==> src/assert_macros.svh <==
// Assertion helpers shared by the RTL files.
`ifndef ASSERT_MACROS_SVH
`define ASSERT_MACROS_SVH

// Condition must hold at every clock edge outside reset.
`define BWW_ASSERT(lbl, cond, msg) \
    lbl: assert property (@(posedge clk) disable iff (!rst_n) (cond)) else $error(msg);

// Antecedent implies consequent in the next cycle.
`define BWW_ASSERT_NEXT(lbl, ante, cons, msg) \
    lbl: assert property (@(posedge clk) disable iff (!rst_n) (ante) |=> (cons)) \
        else $error(msg);

`endif

==> src/bww_pkg.sv <==
// ----------------------------------------------------------------------------
// bww_pkg
// Shared types and constants of the BMP24 to RGB565 window writer.
// ----------------------------------------------------------------------------
package bww_pkg;

    localparam int DISPLAY_WIDTH_DEF   = 240;
    localparam int DISPLAY_HEIGHT_DEF  = 320;
    localparam int MAX_IMAGE_WIDTH_DEF = 1280;
    localparam int QUEUE_DEPTH_DEF     = 4;

    localparam logic [1:0] KIND_CMD    = 2'd0;
    localparam logic [1:0] KIND_PARAM  = 2'd1;
    localparam logic [1:0] KIND_PIXEL  = 2'd2;
    localparam logic [1:0] KIND_STATUS = 2'd3;

    localparam logic [7:0] CMD_CASET = 8'h2A;
    localparam logic [7:0] CMD_RASET = 8'h2B;
    localparam logic [7:0] CMD_RAMWR = 8'h2C;

    localparam logic [2:0] STAT_OK       = 3'd0;
    localparam logic [2:0] STAT_PLANES   = 3'd1;
    localparam logic [2:0] STAT_DEPTH    = 3'd2;
    localparam logic [2:0] STAT_COMPRESS = 3'd3;
    localparam logic [2:0] STAT_WIDTH    = 3'd4;
    localparam logic [2:0] STAT_HEIGHT   = 3'd5;

    // One job: all results caused by one input byte.
    typedef struct packed {
        logic        cmd_v;
        logic        pix_v;
        logic        stat_v;
        logic [2:0]  stat_code;
        logic [8:0]  xs;
        logic [8:0]  xe;
        logic [9:0]  y;
        logic [15:0] pix;
    } job_t;

endpackage

==> src/bww_channels.sv <==
// ----------------------------------------------------------------------------
// bww channels
// Valid/ready channel interfaces for input bytes and output writes.
// ----------------------------------------------------------------------------
interface bww_in_if;
    logic       valid;
    logic       ready;
    logic [7:0] bmp_byte;
    logic       image_start;
    modport source (output valid, output bmp_byte, output image_start, input ready);
    modport sink   (input valid, input bmp_byte, input image_start, output ready);
endinterface

interface bww_out_if;
    logic        valid;
    logic        ready;
    logic [1:0]  write_kind;
    logic [15:0] write_value;
    logic        last;
    modport source (output valid, output write_kind, output write_value, output last,
                    input ready);
    modport sink   (input valid, input write_kind, input write_value, input last,
                    output ready);
endinterface

==> src/bww_front.sv <==
// ----------------------------------------------------------------------------
// bww_front
// Byte parser: header decode, checks, windowing and pixel packing into jobs.
// ----------------------------------------------------------------------------
module bww_front #(
    parameter int DISPLAY_WIDTH   = bww_pkg::DISPLAY_WIDTH_DEF,
    parameter int DISPLAY_HEIGHT  = bww_pkg::DISPLAY_HEIGHT_DEF,
    parameter int MAX_IMAGE_WIDTH = bww_pkg::MAX_IMAGE_WIDTH_DEF
) (
    input  logic            clk,
    input  logic            rst_n,
    bww_in_if.sink          in_ch,
    input  logic [7:0]      column_offset,
    input  logic [7:0]      row_offset,
    input  logic            full,
    output logic            push,
    output bww_pkg::job_t   job
);

    localparam logic [2:0] MODE_HEADER = 3'd0;
    localparam logic [2:0] MODE_WAIT   = 3'd1;
    localparam logic [2:0] MODE_DATA   = 3'd2;
    localparam logic [2:0] MODE_DONE   = 3'd3;
    localparam logic [2:0] MODE_ERROR  = 3'd4;

    localparam logic [7:0]  DW8  = 8'(DISPLAY_WIDTH);
    localparam logic [8:0]  DH9  = 9'(DISPLAY_HEIGHT);
    localparam logic [31:0] DW32 = 32'(DISPLAY_WIDTH);
    localparam logic [31:0] DH32 = 32'(DISPLAY_HEIGHT);
    localparam logic [31:0] MW32 = 32'(MAX_IMAGE_WIDTH);

    logic [31:0] pos_reg, pos_next;
    logic [2:0]  mode_reg, mode_next;
    logic [31:0] off_reg, off_next;
    logic [31:0] width_reg, width_next;
    logic [31:0] height_reg, height_next;
    logic [31:0] chk_reg, chk_next;
    logic [12:0] padded_reg, padded_next;
    logic [31:0] skip_reg, skip_next;
    logic [7:0]  wxs_reg, wxs_next;
    logic [7:0]  wxe_reg, wxe_next;
    logic [8:0]  wys_reg, wys_next;
    logic [8:0]  cur_reg, cur_next;
    logic [12:0] bir_reg, bir_next;
    logic [10:0] pp_reg, pp_next;
    logic [1:0]  phase_reg, phase_next;
    logic [9:0]  pixb_reg, pixb_next;

    logic        accept;
    logic [31:0] p;
    logic [31:0] sh;
    logic [1:0]  lane;
    logic [7:0]  b;
    logic [7:0]  w;
    logic [12:0] tmp3;
    logic        run_data;

    assign in_ch.ready = !full;
    assign accept      = in_ch.valid && !full;
    assign b           = in_ch.bmp_byte;

    always_comb
    begin
        pos_next = pos_reg;     mode_next = mode_reg;     off_next = off_reg;
        width_next = width_reg; height_next = height_reg; chk_next = chk_reg;
        padded_next = padded_reg; skip_next = skip_reg;   wxs_next = wxs_reg;
        wxe_next = wxe_reg;     wys_next = wys_reg;       cur_next = cur_reg;
        bir_next = bir_reg;     pp_next = pp_reg;         phase_next = phase_reg;
        pixb_next = pixb_reg;
        job = '0;
        p = pos_reg;
        lane = 2'd0; sh = '0; w = '0; tmp3 = '0; run_data = 1'b0;
        if (accept)
        begin
            if (in_ch.image_start)
            begin
                pos_next = '0;    mode_next = MODE_HEADER; off_next = '0;
                width_next = '0;  height_next = '0;        chk_next = '0;
                padded_next = '0; skip_next = '0;          wxs_next = '0;
                wxe_next = '0;    wys_next = '0;           cur_next = '0;
                bir_next = '0;    pp_next = '0;            phase_next = '0;
                pixb_next = '0;
            end
            p = pos_next;
            if (p != 32'hFFFF_FFFF)
                pos_next = p + 32'd1;

            if (mode_next == MODE_HEADER)
            begin
                // all fields start at a position that is 2 mod 4
                lane = p[1:0] - 2'd2;
                sh   = 32'(b) << {lane, 3'b000};
                if (p >= 32'd10 && p <= 32'd13)      off_next    = off_next | sh;
                else if (p >= 32'd18 && p <= 32'd21) width_next  = width_next | sh;
                else if (p >= 32'd22 && p <= 32'd25) height_next = height_next | sh;
                else if (p >= 32'd26 && p <= 32'd29) chk_next    = chk_next | sh;
                else if (p >= 32'd30 && p <= 32'd33) chk_next    = chk_next | 32'(b);

                if (p == 32'd29)
                begin
                    if (chk_next[15:0] != 16'd1)
                    begin
                        job.stat_v = 1'b1; job.stat_code = bww_pkg::STAT_PLANES;
                        mode_next = MODE_ERROR;
                    end
                    else if (chk_next[31:16] != 16'd24)
                    begin
                        job.stat_v = 1'b1; job.stat_code = bww_pkg::STAT_DEPTH;
                        mode_next = MODE_ERROR;
                    end
                    else
                        chk_next = '0;
                end
                else if (p == 32'd33)
                begin
                    if (chk_next != 32'd0)
                    begin
                        job.stat_v = 1'b1; job.stat_code = bww_pkg::STAT_COMPRESS;
                        mode_next = MODE_ERROR;
                    end
                    else if (width_next == 32'd0 || width_next > MW32)
                    begin
                        job.stat_v = 1'b1; job.stat_code = bww_pkg::STAT_WIDTH;
                        mode_next = MODE_ERROR;
                    end
                    else if (height_next == 32'd0)
                    begin
                        job.stat_v = 1'b1; job.stat_code = bww_pkg::STAT_HEIGHT;
                        mode_next = MODE_ERROR;
                    end
                    else
                    begin
                        tmp3 = width_next[12:0] + {width_next[11:0], 1'b0} + 13'd3;
                        padded_next = {tmp3[12:2], 2'b00};
                        if (width_next > DW32)
                        begin
                            wxs_next = '0; w = DW8;
                        end
                        else
                        begin
                            wxs_next = (DW8 - width_next[7:0]) >> 1;
                            w = width_next[7:0];
                        end
                        wxe_next  = wxs_next + w - 8'd1;
                        pixb_next = {2'b00, w} + {1'b0, w, 1'b0};
                        if (height_next > DH32)
                        begin
                            wys_next  = '0;
                            cur_next  = DH9 - 9'd1;
                            skip_next = height_next - DH32;
                        end
                        else
                        begin
                            wys_next  = (DH9 - height_next[8:0]) >> 1;
                            cur_next  = wys_next + height_next[8:0] - 9'd1;
                            skip_next = '0;
                        end
                        bir_next = '0; phase_next = '0; pp_next = '0;
                        mode_next = MODE_WAIT;
                    end
                end
            end
            else if (mode_next == MODE_WAIT)
            begin
                if (p >= off_next)
                begin
                    mode_next = MODE_DATA;
                    run_data  = 1'b1;
                end
            end
            else if (mode_next == MODE_DATA)
                run_data = 1'b1;

            if (run_data)
            begin
                if (skip_next != 32'd0)
                begin
                    bir_next = bir_next + 13'd1;
                    if (bir_next >= padded_next)
                    begin
                        bir_next  = '0;
                        skip_next = skip_next - 32'd1;
                    end
                end
                else
                begin
                    if (bir_next == 13'd0)
                    begin
                        job.cmd_v = 1'b1;
                        job.xs = {1'b0, column_offset} + {1'b0, wxs_next};
                        job.xe = {1'b0, column_offset} + {1'b0, wxe_next};
                        job.y  = {2'b00, row_offset} + {1'b0, cur_next};
                    end
                    if (bir_next < {3'b000, pixb_next})
                    begin
                        unique case (phase_next)
                            2'd0:
                            begin
                                pp_next = {6'd0, b[7:3]}; phase_next = 2'd1;
                            end
                            2'd1:
                            begin
                                pp_next = pp_next | {b[7:2], 5'd0}; phase_next = 2'd2;
                            end
                            default:
                            begin
                                job.pix_v = 1'b1;
                                job.pix   = {b[7:3], pp_next};
                                pp_next = '0; phase_next = 2'd0;
                            end
                        endcase
                    end
                    bir_next = bir_next + 13'd1;
                    if (bir_next >= padded_next)
                    begin
                        bir_next = '0; phase_next = '0; pp_next = '0;
                        if (cur_next <= wys_next)
                        begin
                            job.stat_v = 1'b1; job.stat_code = bww_pkg::STAT_OK;
                            mode_next = MODE_DONE;
                        end
                        else
                            cur_next = cur_next - 9'd1;
                    end
                end
            end
        end
    end

    assign push = accept && (job.cmd_v || job.pix_v || job.stat_v);

    always_ff @(posedge clk or negedge rst_n)
    begin
        if (!rst_n)
        begin
            pos_reg <= '0;    mode_reg <= MODE_HEADER; off_reg <= '0;
            width_reg <= '0;  height_reg <= '0;        chk_reg <= '0;
            padded_reg <= '0; skip_reg <= '0;          wxs_reg <= '0;
            wxe_reg <= '0;    wys_reg <= '0;           cur_reg <= '0;
            bir_reg <= '0;    pp_reg <= '0;            phase_reg <= '0;
            pixb_reg <= '0;
        end
        else
        begin
            pos_reg <= pos_next;       mode_reg <= mode_next;     off_reg <= off_next;
            width_reg <= width_next;   height_reg <= height_next; chk_reg <= chk_next;
            padded_reg <= padded_next; skip_reg <= skip_next;     wxs_reg <= wxs_next;
            wxe_reg <= wxe_next;       wys_reg <= wys_next;       cur_reg <= cur_next;
            bir_reg <= bir_next;       pp_reg <= pp_next;         phase_reg <= phase_next;
            pixb_reg <= pixb_next;
        end
    end

endmodule

==> src/bww_queue.sv <==
// ----------------------------------------------------------------------------
// bww_queue
// Short job queue between parser and write sequencer.
// ----------------------------------------------------------------------------
`include "assert_macros.svh"

module bww_queue #(
    parameter int DEPTH = bww_pkg::QUEUE_DEPTH_DEF
) (
    input  logic          clk,
    input  logic          rst_n,
    input  logic          push,
    input  bww_pkg::job_t wr_job,
    output logic          full,
    input  logic          pop,
    output logic          rd_valid,
    output bww_pkg::job_t rd_job
);

    localparam int AW = $clog2(DEPTH);

    bww_pkg::job_t mem [DEPTH];
    logic [AW-1:0] wp_reg, rp_reg;
    logic [AW:0]   cnt_reg, cnt_next;

    assign full     = cnt_reg == (AW+1)'(DEPTH);
    assign rd_valid = cnt_reg != '0;
    assign rd_job   = mem[rp_reg];

    always_comb
    begin
        cnt_next = cnt_reg;
        if (push && !pop)
            cnt_next = cnt_reg + 1'b1;
        else if (pop && !push)
            cnt_next = cnt_reg - 1'b1;
    end

    always_ff @(posedge clk)
    begin
        if (push)
            mem[wp_reg] <= wr_job;
    end

    always_ff @(posedge clk or negedge rst_n)
    begin
        if (!rst_n)
        begin
            wp_reg  <= '0;
            rp_reg  <= '0;
            cnt_reg <= '0;
        end
        else
        begin
            if (push)
                wp_reg <= wp_reg + 1'b1;
            if (pop)
                rp_reg <= rp_reg + 1'b1;
            cnt_reg <= cnt_next;
        end
    end

    `BWW_ASSERT(a_no_push_full, !(push && full), "push into full queue")
    `BWW_ASSERT(a_no_pop_empty, !(pop && !rd_valid), "pop from empty queue")

endmodule

==> src/bww_back.sv <==
// ----------------------------------------------------------------------------
// bww_back
// Write sequencer: expands one job into command, parameter, pixel, status beats.
// ----------------------------------------------------------------------------
`include "assert_macros.svh"

module bww_back (
    input  logic          clk,
    input  logic          rst_n,
    input  logic          rd_valid,
    input  bww_pkg::job_t rd_job,
    output logic          pop,
    bww_out_if.source     out_ch
);

    localparam logic [3:0] IDX_CASET = 4'd0;
    localparam logic [3:0] IDX_RASET = 4'd5;
    localparam logic [3:0] IDX_RAMWR = 4'd10;
    localparam logic [3:0] IDX_PIX   = 4'd11;
    localparam logic [3:0] IDX_STAT  = 4'd12;

    bww_pkg::job_t job_reg;
    logic          jv_reg;
    logic [3:0]    idx_reg, idx_next, start_idx;
    logic          ov_reg;
    logic [1:0]    kind_reg, kind_c;
    logic [15:0]   val_reg, val_c;
    logic          last_reg, last_c;
    logic          adv;

    assign adv = jv_reg && (!ov_reg || out_ch.ready);
    assign pop = rd_valid && (!jv_reg || (adv && last_c));

    always_comb
    begin
        start_idx = rd_job.cmd_v ? IDX_CASET : (rd_job.pix_v ? IDX_PIX : IDX_STAT);
        if (idx_reg < IDX_RAMWR)
            idx_next = idx_reg + 4'd1;
        else if (idx_reg == IDX_RAMWR && job_reg.pix_v)
            idx_next = IDX_PIX;
        else
            idx_next = IDX_STAT;
        last_c = (idx_reg == IDX_STAT)
              || (idx_reg == IDX_PIX && !job_reg.stat_v)
              || (idx_reg == IDX_RAMWR && !job_reg.pix_v && !job_reg.stat_v);
    end

    always_comb
    begin
        kind_c = bww_pkg::KIND_PARAM;
        val_c  = '0;
        unique case (idx_reg)
            IDX_CASET: begin kind_c = bww_pkg::KIND_CMD; val_c = 16'(bww_pkg::CMD_CASET); end
            4'd1:      val_c = 16'(job_reg.xs[8]);
            4'd2:      val_c = 16'(job_reg.xs[7:0]);
            4'd3:      val_c = 16'(job_reg.xe[8]);
            4'd4:      val_c = 16'(job_reg.xe[7:0]);
            IDX_RASET: begin kind_c = bww_pkg::KIND_CMD; val_c = 16'(bww_pkg::CMD_RASET); end
            4'd6:      val_c = 16'(job_reg.y[9:8]);
            4'd7:      val_c = 16'(job_reg.y[7:0]);
            4'd8:      val_c = 16'(job_reg.y[9:8]);
            4'd9:      val_c = 16'(job_reg.y[7:0]);
            IDX_RAMWR: begin kind_c = bww_pkg::KIND_CMD; val_c = 16'(bww_pkg::CMD_RAMWR); end
            IDX_PIX:   begin kind_c = bww_pkg::KIND_PIXEL; val_c = job_reg.pix; end
            default:   begin kind_c = bww_pkg::KIND_STATUS; val_c = 16'(job_reg.stat_code); end
        endcase
    end

    always_ff @(posedge clk or negedge rst_n)
    begin
        if (!rst_n)
        begin
            jv_reg  <= 1'b0;
            idx_reg <= IDX_CASET;
            ov_reg  <= 1'b0;
        end
        else
        begin
            if (pop)
            begin
                jv_reg  <= 1'b1;
                idx_reg <= start_idx;
            end
            else if (adv && last_c)
                jv_reg <= 1'b0;
            else if (adv)
                idx_reg <= idx_next;

            if (adv)
                ov_reg <= 1'b1;
            else if (out_ch.ready)
                ov_reg <= 1'b0;
        end
    end

    always_ff @(posedge clk)
    begin
        if (pop)
            job_reg <= rd_job;
        if (adv)
        begin
            kind_reg <= kind_c;
            val_reg  <= val_c;
            last_reg <= last_c;
        end
    end

    assign out_ch.valid       = ov_reg;
    assign out_ch.write_kind  = kind_reg;
    assign out_ch.write_value = val_reg;
    assign out_ch.last        = last_reg;

    `BWW_ASSERT(a_idx_range, !jv_reg || idx_reg <= IDX_STAT, "sequencer index out of range")
    `BWW_ASSERT_NEXT(a_stall_hold, ov_reg && !out_ch.ready, ov_reg, "beat dropped under stall")

endmodule

==> src/bmp24_to_rgb565_window_writer.sv <==
// ----------------------------------------------------------------------------
// bmp24_to_rgb565_window_writer
// Parses a 24-bit BMP byte stream and writes windowed RGB565 rows to a panel.
// ----------------------------------------------------------------------------
// Throughput: one file byte per cycle; the parser stalls only when the job queue is full.
// A row's first byte yields 11 beats (window commands), pixel bytes 1 beat per 3 bytes.
// Output path: a byte's results pass the queue write, the sequencer load and the output
// register before the first beat is valid; further beats follow 1 per cycle while the
// output is not stalled by out_ch.ready. Reset: asynchronous, clears offsets and the
// parser to header mode at position 0. No clearing pass; bytes are taken right after reset.
module bmp24_to_rgb565_window_writer #(
    parameter int DISPLAY_WIDTH   = bww_pkg::DISPLAY_WIDTH_DEF,
    parameter int DISPLAY_HEIGHT  = bww_pkg::DISPLAY_HEIGHT_DEF,
    parameter int MAX_IMAGE_WIDTH = bww_pkg::MAX_IMAGE_WIDTH_DEF,
    parameter int QUEUE_DEPTH     = bww_pkg::QUEUE_DEPTH_DEF
) (
    input  logic        clk,
    input  logic        rst_n,
    bww_in_if.sink      in_ch,
    bww_out_if.source   out_ch,
    input  logic        psel,
    input  logic        penable,
    input  logic        pwrite,
    input  logic [2:0]  paddr,
    input  logic [31:0] pwdata,
    output logic [31:0] prdata,
    output logic        pready
);

    // Panel offsets: register 0 at byte 0, register 1 at byte 4.
    logic [7:0] col_off_reg;
    logic [7:0] row_off_reg;

    logic          q_push, q_full, q_pop, q_rd_valid;
    bww_pkg::job_t q_wr_job, q_rd_job;

    assign pready = 1'b1;
    assign prdata = paddr[2] ? {24'd0, row_off_reg} : {24'd0, col_off_reg};

    always_ff @(posedge clk or negedge rst_n)
    begin
        if (!rst_n)
        begin
            col_off_reg <= '0;
            row_off_reg <= '0;
        end
        else if (psel && penable && pwrite)
        begin
            if (paddr[2])
                row_off_reg <= pwdata[7:0];
            else
                col_off_reg <= pwdata[7:0];
        end
    end

    // Front: header parse, window setup, pixel packing; one job per byte with results.
    bww_front #(
        .DISPLAY_WIDTH   (DISPLAY_WIDTH),
        .DISPLAY_HEIGHT  (DISPLAY_HEIGHT),
        .MAX_IMAGE_WIDTH (MAX_IMAGE_WIDTH)
    ) u_front (
        .clk           (clk),
        .rst_n         (rst_n),
        .in_ch         (in_ch),
        .column_offset (col_off_reg),
        .row_offset    (row_off_reg),
        .full          (q_full),
        .push          (q_push),
        .job           (q_wr_job)
    );

    // Queue absorbs the 11-beat command burst at each row start.
    bww_queue #(
        .DEPTH (QUEUE_DEPTH)
    ) u_queue (
        .clk      (clk),
        .rst_n    (rst_n),
        .push     (q_push),
        .wr_job   (q_wr_job),
        .full     (q_full),
        .pop      (q_pop),
        .rd_valid (q_rd_valid),
        .rd_job   (q_rd_job)
    );

    // Back: one beat per cycle, unless out_ch.ready stalls it, into a registered output stage.
    bww_back u_back (
        .clk      (clk),
        .rst_n    (rst_n),
        .rd_valid (q_rd_valid),
        .rd_job   (q_rd_job),
        .pop      (q_pop),
        .out_ch   (out_ch)
    );

endmodule
==> src/flat_wrapper.sv <==
// flat-port wrapper written by rule: the top's interface ports become plain ports
module bmp24_to_rgb565_window_writer_flat 
#(
    parameter int DISPLAY_WIDTH   = bww_pkg::DISPLAY_WIDTH_DEF,
    parameter int DISPLAY_HEIGHT  = bww_pkg::DISPLAY_HEIGHT_DEF,
    parameter int MAX_IMAGE_WIDTH = bww_pkg::MAX_IMAGE_WIDTH_DEF,
    parameter int QUEUE_DEPTH     = bww_pkg::QUEUE_DEPTH_DEF
)
  (clk, rst_n, psel, penable, pwrite, paddr, pwdata, prdata, pready, in_ch_valid, in_ch_bmp_byte, in_ch_image_start, in_ch_ready, out_ch_valid, out_ch_write_kind, out_ch_write_value, out_ch_last, out_ch_ready);
  bww_in_if in_ch_i ();
  bww_out_if out_ch_i ();
  input  logic clk;
  input  logic rst_n;
  input  logic psel;
  input  logic penable;
  input  logic pwrite;
  input  logic [2:0] paddr;
  input  logic [31:0] pwdata;
  output logic [31:0] prdata;
  output logic pready;
  input wire logic [$bits(in_ch_i.valid)-1:0] in_ch_valid;
  input wire logic [$bits(in_ch_i.bmp_byte)-1:0] in_ch_bmp_byte;
  input wire logic [$bits(in_ch_i.image_start)-1:0] in_ch_image_start;
  output wire logic [$bits(in_ch_i.ready)-1:0] in_ch_ready;
  output wire logic [$bits(out_ch_i.valid)-1:0] out_ch_valid;
  output wire logic [$bits(out_ch_i.write_kind)-1:0] out_ch_write_kind;
  output wire logic [$bits(out_ch_i.write_value)-1:0] out_ch_write_value;
  output wire logic [$bits(out_ch_i.last)-1:0] out_ch_last;
  input wire logic [$bits(out_ch_i.ready)-1:0] out_ch_ready;
  assign in_ch_i.valid = in_ch_valid;
  assign in_ch_i.bmp_byte = in_ch_bmp_byte;
  assign in_ch_i.image_start = in_ch_image_start;
  assign in_ch_ready = in_ch_i.ready;
  assign out_ch_valid = out_ch_i.valid;
  assign out_ch_write_kind = out_ch_i.write_kind;
  assign out_ch_write_value = out_ch_i.write_value;
  assign out_ch_last = out_ch_i.last;
  assign out_ch_i.ready = out_ch_ready;
  bmp24_to_rgb565_window_writer #(.DISPLAY_WIDTH(DISPLAY_WIDTH), .DISPLAY_HEIGHT(DISPLAY_HEIGHT), .MAX_IMAGE_WIDTH(MAX_IMAGE_WIDTH), .QUEUE_DEPTH(QUEUE_DEPTH)) u_core (.clk(clk), .rst_n(rst_n), .in_ch(in_ch_i), .out_ch(out_ch_i), .psel(psel), .penable(penable), .pwrite(pwrite), .paddr(paddr), .pwdata(pwdata), .prdata(prdata), .pready(pready));
endmodule
==> config.mk <==
export PLATFORM = sky130hd
export DESIGN_NAME = bmp24_to_rgb565_window_writer_flat
export DESIGN_NICKNAME = d
export VERILOG_FILES = /design/src/bww_pkg.sv /design/src/bww_channels.sv /design/src/bww_front.sv /design/src/bww_queue.sv /design/src/bww_back.sv /design/src/bmp24_to_rgb565_window_writer.sv /design/src/flat_wrapper.sv
export VERILOG_INCLUDE_DIRS = /design/src /design/src/src
export SDC_FILE = /design/constraint.sdc
export NUM_CORES = 1
export LEC_CHECK = 0
export BUFFER_PORTS_ARGS = -buffer_cell sky130_fd_sc_hd__buf_4
export CAP_MARGIN = 20
export CORE_MARGIN = 3
export CORE_UTILIZATION = 63
export DETAILED_ROUTE_END_ITERATION = 16
export PLACE_DENSITY = 0.81
export SYNTH_ARGS = -nofsm -noshare
export SYNTH_HDL_FRONTEND = slang
export SYNTH_SLANG_ARGS = --single-unit
==> constraint.sdc <==
create_clock -name clk -period 16.7 [get_ports clk]
set_input_delay 0.835 -clock clk [delete_from_list [all_inputs] [get_ports clk]]
set_output_delay 0.835 -clock clk [all_outputs]
set_load 0.01 [all_outputs]
==> results of run 1 <==
## cell type report
class	instances	share of cell area (%)
Timing Repair Buffer	98	2.091
Inverter	120	1.278
Sequential cell	575	44.27
Tap cell	672	2.366
Clock buffer	78	4.545
Multi-Input combinational cell	2336	44.53
Clock inverter	28	0.9223
## power by group through the flow
stage | registers, W | clock network [W] | logic (W)
2_1_floorplan | 0.00167 | 0 | 0.000588
3_3_place_gp | 0.00171 | 0 | 0.000776
3_5_place_dp | 0.00171 | 0 | 0.000800
4_1_cts | 0.00168 | 0.00134 | 0.000815
5_1_grt | 0.00170 | 0.00139 | 0.000885
6_report | 0.00169 | 0.00133 | 0.000824
## worst register-to-register path, delay by kind of cell, from the launching register on
family	cells	cell delay (ns)
adders and majority gates	5	1.32
xor gates and xnor gates	2	0.38
and+or+nand+nor	15	3.91
DFF	1	0.60
AOI/OAI and AO/OA	9	3.12
buffers and inverters	7	1.57
## cells in the final DEF, fill, tap and decap left out, drive strengths merged, types with 19 or more instances in the layout
cell | netlist | layout
a211oi | 22 | 22
a21o | 55 | 55
a21oi | 139 | 139
a22o | 32 | 32
a22oi | 19 | 19
a31oi | 53 | 53
and2 | 59 | 59
and3 | 37 | 37
buf | 64 | 98
clkbuf | 127 | 78
conb | 2 | 25
dfrtp | 307 | 307
edfxtp | 268 | 268
ha | 174 | 174
inv | 118 | 122
mux2 | 35 | 35
mux4 | 50 | 50
nand2 | 437 | 437
nand2b | 23 | 23
nand3 | 75 | 75
nand4 | 43 | 43
nor2 | 202 | 202
nor2b | 57 | 57
nor3 | 64 | 64
nor4 | 49 | 49
o21ai | 251 | 251
o31ai | 22 | 22
or3 | 24 | 24
xnor2 | 76 | 76
xor2 | 45 | 45
## per-stage QoR
step                      instances  util, %  worst slack, ns  power, W  hold slack, ns
after global routing           3907    70.13            5.311  0.003975          0.3050
after floorplan                3222        -            4.641  0.002258          0.4422
after global placement         3799    66.26            5.911  0.002483          0.4535
final                          3907    70.13            5.715  0.003843          0.2553
after CTS                      3905    70.10            6.049  0.003844          0.2664
after detailed placement       3799    66.26            5.616  0.002512          0.4631
## logic make-up after synthesis
group	count (synthesis)	synth area share, %
AND/OR/NAND/NOR	1140	17.20
AO/OA/AOI/OAI	777	15.49
multiplexers	92	4.877
XOR/XNOR	121	3.243
adder cells (fa/ha/maj)	181	7.090
buffers and inverters	311	3.951
other	2	0.02298
flip-flops	575	48.13
## per-layer routing
metal	global-route usage (%)	part of all wire, %	wire length, µm
met1	45.91	39	36350
met3	5.697	8.9	8215
met2	54.93	47	43750
met5	0	0	0
met4	13.93	4.4	4069
## worst paths after layout
check,from,endpoint,slack (ns),depth (start not counted)
worst max-delay path,u_core.u_front.pos_reg[0],u_core.u_queue.cnt_reg[2],5.72,38
worst min-delay path,rst_n,u_core.u_queue.rp_reg[1],0.26,1
worst max register to register,u_core.u_front.pos_reg[0],u_core.u_queue.cnt_reg[2],5.72,38
worst min register to register,u_core.u_front.pixb_reg[2],u_core.u_front.pixb_reg[2],0.47,2
max in group asynchronous,rst_n,u_core.u_front.chk_reg[2],14.05,3
min in group clk,pwdata[5],u_core.row_off_reg[5],0.45,2
==> qor.yml, run 1 <==
synth.distinct_cells: 105
power.share.combinational_pct: 21.4
synth_top_area_cell: "edfxtp_1"
slew_violations: 0
layout_min_cycle_time_ns: 10.98
grt_start_max_net_pins: 96
cp_max_fo: 54
tritoncts: "yes"
multi_input_area_um2: 15830
drc: 0
ys_seq_area_share_pct: 48.13
diodes: 0
synth_top_area_share_pct: 24.62
layout-drive-gt1-share_pct: 10.66
ir_drop_mv: 0.08833
crit_family: "simple AND/OR/NAND/NOR gates"
cts_resized: 0
syn_area_um2: 32680
power.internal_w: 0.002679
largest_register_ffs: 200
setup_tns_ns: 0
post_cts_buffers: 0
swShare_pct: 30.30
switchingPower_w: 0.001164
num_vias: 26175
grt_pass1_vias: 25623
cts_made_buffers: 57
htree_num_levels: 2
cts-root-buf: "clkbuf_16"
syn2layout_area_growth_pct: 8.751
clk-insertion-delay-late_ns: 0.63
synth.avg_cell_area_um2: 10.22
ant_nets: 0
slowest_delay_ns: 0.69
min_path_type: "primary input to async pin"
fp.coreArea_um2: 50680
grt-ovfl-total: 0
worst_pin_slew_ns: 1.108
start_util_pct: 64.48
hold_viol: 0
holdBufCountCts: 0
num_rows: 82
clock_power_share_pct: 34.7
via_per_inst: 6.700
pin_count: 105
seqCellArea_um2: 15740
arrival_ns: 11.52
cp-end-kind: "flip-flop"
power_frac_seq_pct: 43.9
cts_num_sinks: 575
dieArea_um2: 54650
clockBufferDepth: 3
setup_violations: 0
max_clock_freq_ghz: 0.09103
dpl_cell_area_um2: 33580
grt_pass1_wl_um: 144500
synth_edf_count: 268
port_buffers: 53
yosysMostFrequentCell: "nand2_1"
synth_area_leaders: "edfxtp_1 (25%), dfrtp_1 (24%), ha_1 (6.7%)"
dr.pass1.iters: 7
relSlewSlack_pct: 25.95
fin_crit_sh_pct: 65.78
finalWirelength_um: 92390
powerDensity_nw_per_um2: 108.1
yosysWarnings: 0
async_flop_share_pct: 53.39
dp_hpwl_um: 63450
nets: 3420
stdcell_area_um2: 35540
startpoint_type: "flip-flop"
rsz0062_at_grt: "no"
grtUsageTotal_pct: 33.91
ys_ff_latch: 575
syn_inst: 3199
drt_iter0_drc: 3086
cp_slowest_cell: "a2bb2oi_1"
fillCellCount: 3612
synthTopCellsByCount: "nand2_1 (437), dfrtp_1 (307), edfxtp_1 (268)"
maxCapViolations: 0
wl_per_cell_um: 23.65
place_congestion: 1.010
path_clk_slew_ns: 0.07
die_h_um: 233.8
p_leak_nw: 15.01
status: "finished, final reports clean"
required_ns: 17.23
skew_ns: 0.01786
yosys_most_used_dff: "dfrtp_1"
antenna_found_initial: 1
path_buf_inv: 7
critPathKind: "flip-flop to flip-flop"
die_w_um: 233.8
No activity file was read; power rests on OpenSTA's default activity.
==> inputs of run 2 (changes only) <==
==> constraint.sdc (replaced) <==
create_clock -name clk -period 11.2 [get_ports clk]
set_input_delay 0.56 -clock clk [delete_from_list [all_inputs] [get_ports clk]]
set_output_delay 0.56 -clock clk [all_outputs]
set_load 0.01 [all_outputs]
==> qor.yml, run 2 (synthesized netlist as in run 1, its figures left out) <==
drc: 0  # unchanged
skew_ns: 0.03385  # +0.01599 ns
post_cts_buffers: 0  # unchanged
drt_iter0_drc: 3069  # -0.55%
grt-ovfl-total: 0  # unchanged
clockBufferDepth: 3  # unchanged
max_clock_freq_ghz: 0.09911  # +8.9%
finalPower_w: 0.005730  # +49%
port_buffers: 53  # unchanged
pin_count: 105  # unchanged
p_leak_nw: 15.19  # +1.2%
wl_per_cell_um: 24.60  # +4.0%
grt_start_max_net_pins: 158  # +65%
grt_pass1_wl_um: 150700  # +4.3%
nets: 3432  # +0.35%
slowest_delay_ns: 0.65  # -0.04 ns
cp_slowest_cell: "o41ai_4"
fin_crit_sh_pct: 90.09  # +24 points
slew_violations: 0  # unchanged
required_ns: 11.76  # -5.47 ns
grt_pass1_vias: 26312  # +2.7%
dr.pass1.iters: 6  # -1
syn2layout_area_growth_pct: 9.288
cts_num_sinks: 575  # unchanged
fp.coreArea_um2: 50680  # unchanged
place_ws_ns: 1.296  # -4.320 ns
place_congestion: 0.9862  # -2.4%
status: "finished, final reports clean"
path_clk_slew_ns: 0.06  # about the same
layout-drive-gt1-share_pct: 10.86  # +0.20 points
layout_min_cycle_time_ns: 10.09  # -0.8953 ns
largest_register_ffs: 200  # unchanged
num_vias: 26463  # +1.1%
fillCellCount: 3570  # -1.2%
min_path_type: "primary input to flip-flop"
ir_drop_mv: 0.1547  # +75%
startpoint_type: "flip-flop"
relSlewSlack_pct: 21.99  # -4.0 points
layout_common_cells: "nand2_1 (434), dfrtp_1 (305), edfxtp_1 (268)"
setup_ws_ns: 1.110  # -4.605 ns
cts_made_buffers: 59  # +3.5%
worst_pin_slew_ns: 1.168  # +0.05947 ns
htree_num_levels: 2  # unchanged
die_w_um: 233.8  # unchanged
dieArea_um2: 54650  # unchanged
dp_hpwl_um: 65640  # +3.4%
layout_commonest_cell: "nand2_1"
tritoncts: "yes"
via_per_inst: 6.747  # +0.71%
powerDensity_nw_per_um2: 160.4  # +48%
start_util_pct: 64.48  # unchanged
cts-root-buf: "clkbuf_16"
arrival_ns: 10.65  # -0.87 ns
clk-insertion-delay-late_ns: 0.66  # +0.03 ns
finalWirelength_um: 96490  # +4.4%
die_h_um: 233.8  # unchanged
cts_resized: 0  # unchanged
maxCapViolations: 0  # unchanged
critPathKind: "flip-flop to flip-flop"
diodes: 0  # unchanged
cp_max_fo: 55  # +1.9%
rsz0062_at_grt: "no"
ant_nets: 0  # unchanged
grtUsageTotal_pct: 35.48  # +1.6 points
cp-end-kind: "flip-flop"
setup_violations: 0  # unchanged
num_rows: 82  # unchanged
antenna_found_initial: 0  # -1
hold_viol: 0  # unchanged
-- run 2: changes by cell type in the layout (fill, tap and decap cells not counted), sizes merged --
cell         change
clkinv          +15
clkbuf          -12
buf              +9
bufinv           +2
clkinvlp         +1
dlygate4sd3      +1
inv              -1
-- run 2: report_power, final --
part	switching (W)	internal, W
registers	0.000144	0.00237
clock network	0.000889	0.00114
logic	0.000744	0.000445
-- run 2: area by class of cell --
class / instances / area (µm²) / share of cell area [%]
inverter: 120 / 454.2 / 1.272
clock inverter: 45 / 467.9 / 1.310
timing repair buffer: 108 / 890.9 / 2.494
multi-input combinational: 2336 / 15830 / 44.31
tap: 672 / 840.8 / 2.354
clock buffer: 66 / 1503 / 4.207
sequential: 575 / 15740 / 44.05
-- run 2: routing by layer --
| metal | track usage (%) | part of all wire [%] | up-vias |
|---|---|---|---|
| li1 | - | - | 11648 |
| met1 | 47.39 | 39 | 12977 |
| met2 | 57.75 | 47 | 1515 |
| met3 | 6.499 | 9.1 | 323 |
| met4 | 14.65 | 4.5 | 0 |
| met5 | 0 | 0 | - |
-- run 2: path summary, 6_finish.rpt --
check,to,start,slack (ns),cells past startpoint
setup / recovery,u_core.u_queue.cnt_reg[2],u_core.u_front.pos_reg[0],1.11,37
hold / removal,u_core.col_off_reg[5],pwdata[5],0.15,2
setup reg to reg,u_core.u_queue.cnt_reg[2],u_core.u_front.pos_reg[0],1.11,37
hold reg to reg,u_core.u_front.width_reg[0],u_core.u_front.width_reg[0],0.48,2
max in group asynchronous,u_core.u_front.padded_reg[5],rst_n,9.22,3
min in group asynchronous,u_core.u_queue.rp_reg[0],rst_n,0.54,2
-- run 2: what timing repair did --
action / CTS / global route
hold buffers: 1 / 0
endpoints found under the setup margin: 0 / 0
hold endpoints to repair: 33 / 0
-- run 2: critical path: cells and delay by family (launching register included) --
kind                       cells  cell delay (ns)
xor gates and xnor gates       2             0.34
DFF                            1             0.61
and+or+nand+nor               18             4.65
buffers and inverters          6             1.29
AOI/OAI and AO/OA              6             1.80
adders and majority gates      5             1.29
-- run 2: metrics by stage --
stage | cells | utilization [%] | instance area (µm²) | hold slack (ns) | TNS, ns
after floorplan | 3222 | - | 32770 | 0.2644 | -116.79
after global routing | 3922 | 70.47 | 35720 | 0.1440 | 0
after CTS | 3921 | 70.46 | 35710 | 0.1237 | 0
after detailed placement | 3809 | 66.55 | 33730 | 0.4640 | 0
after global placement | 3807 | 66.48 | 33690 | 0.4565 | 0
final | 3922 | 70.47 | 35720 | 0.1478 | 0
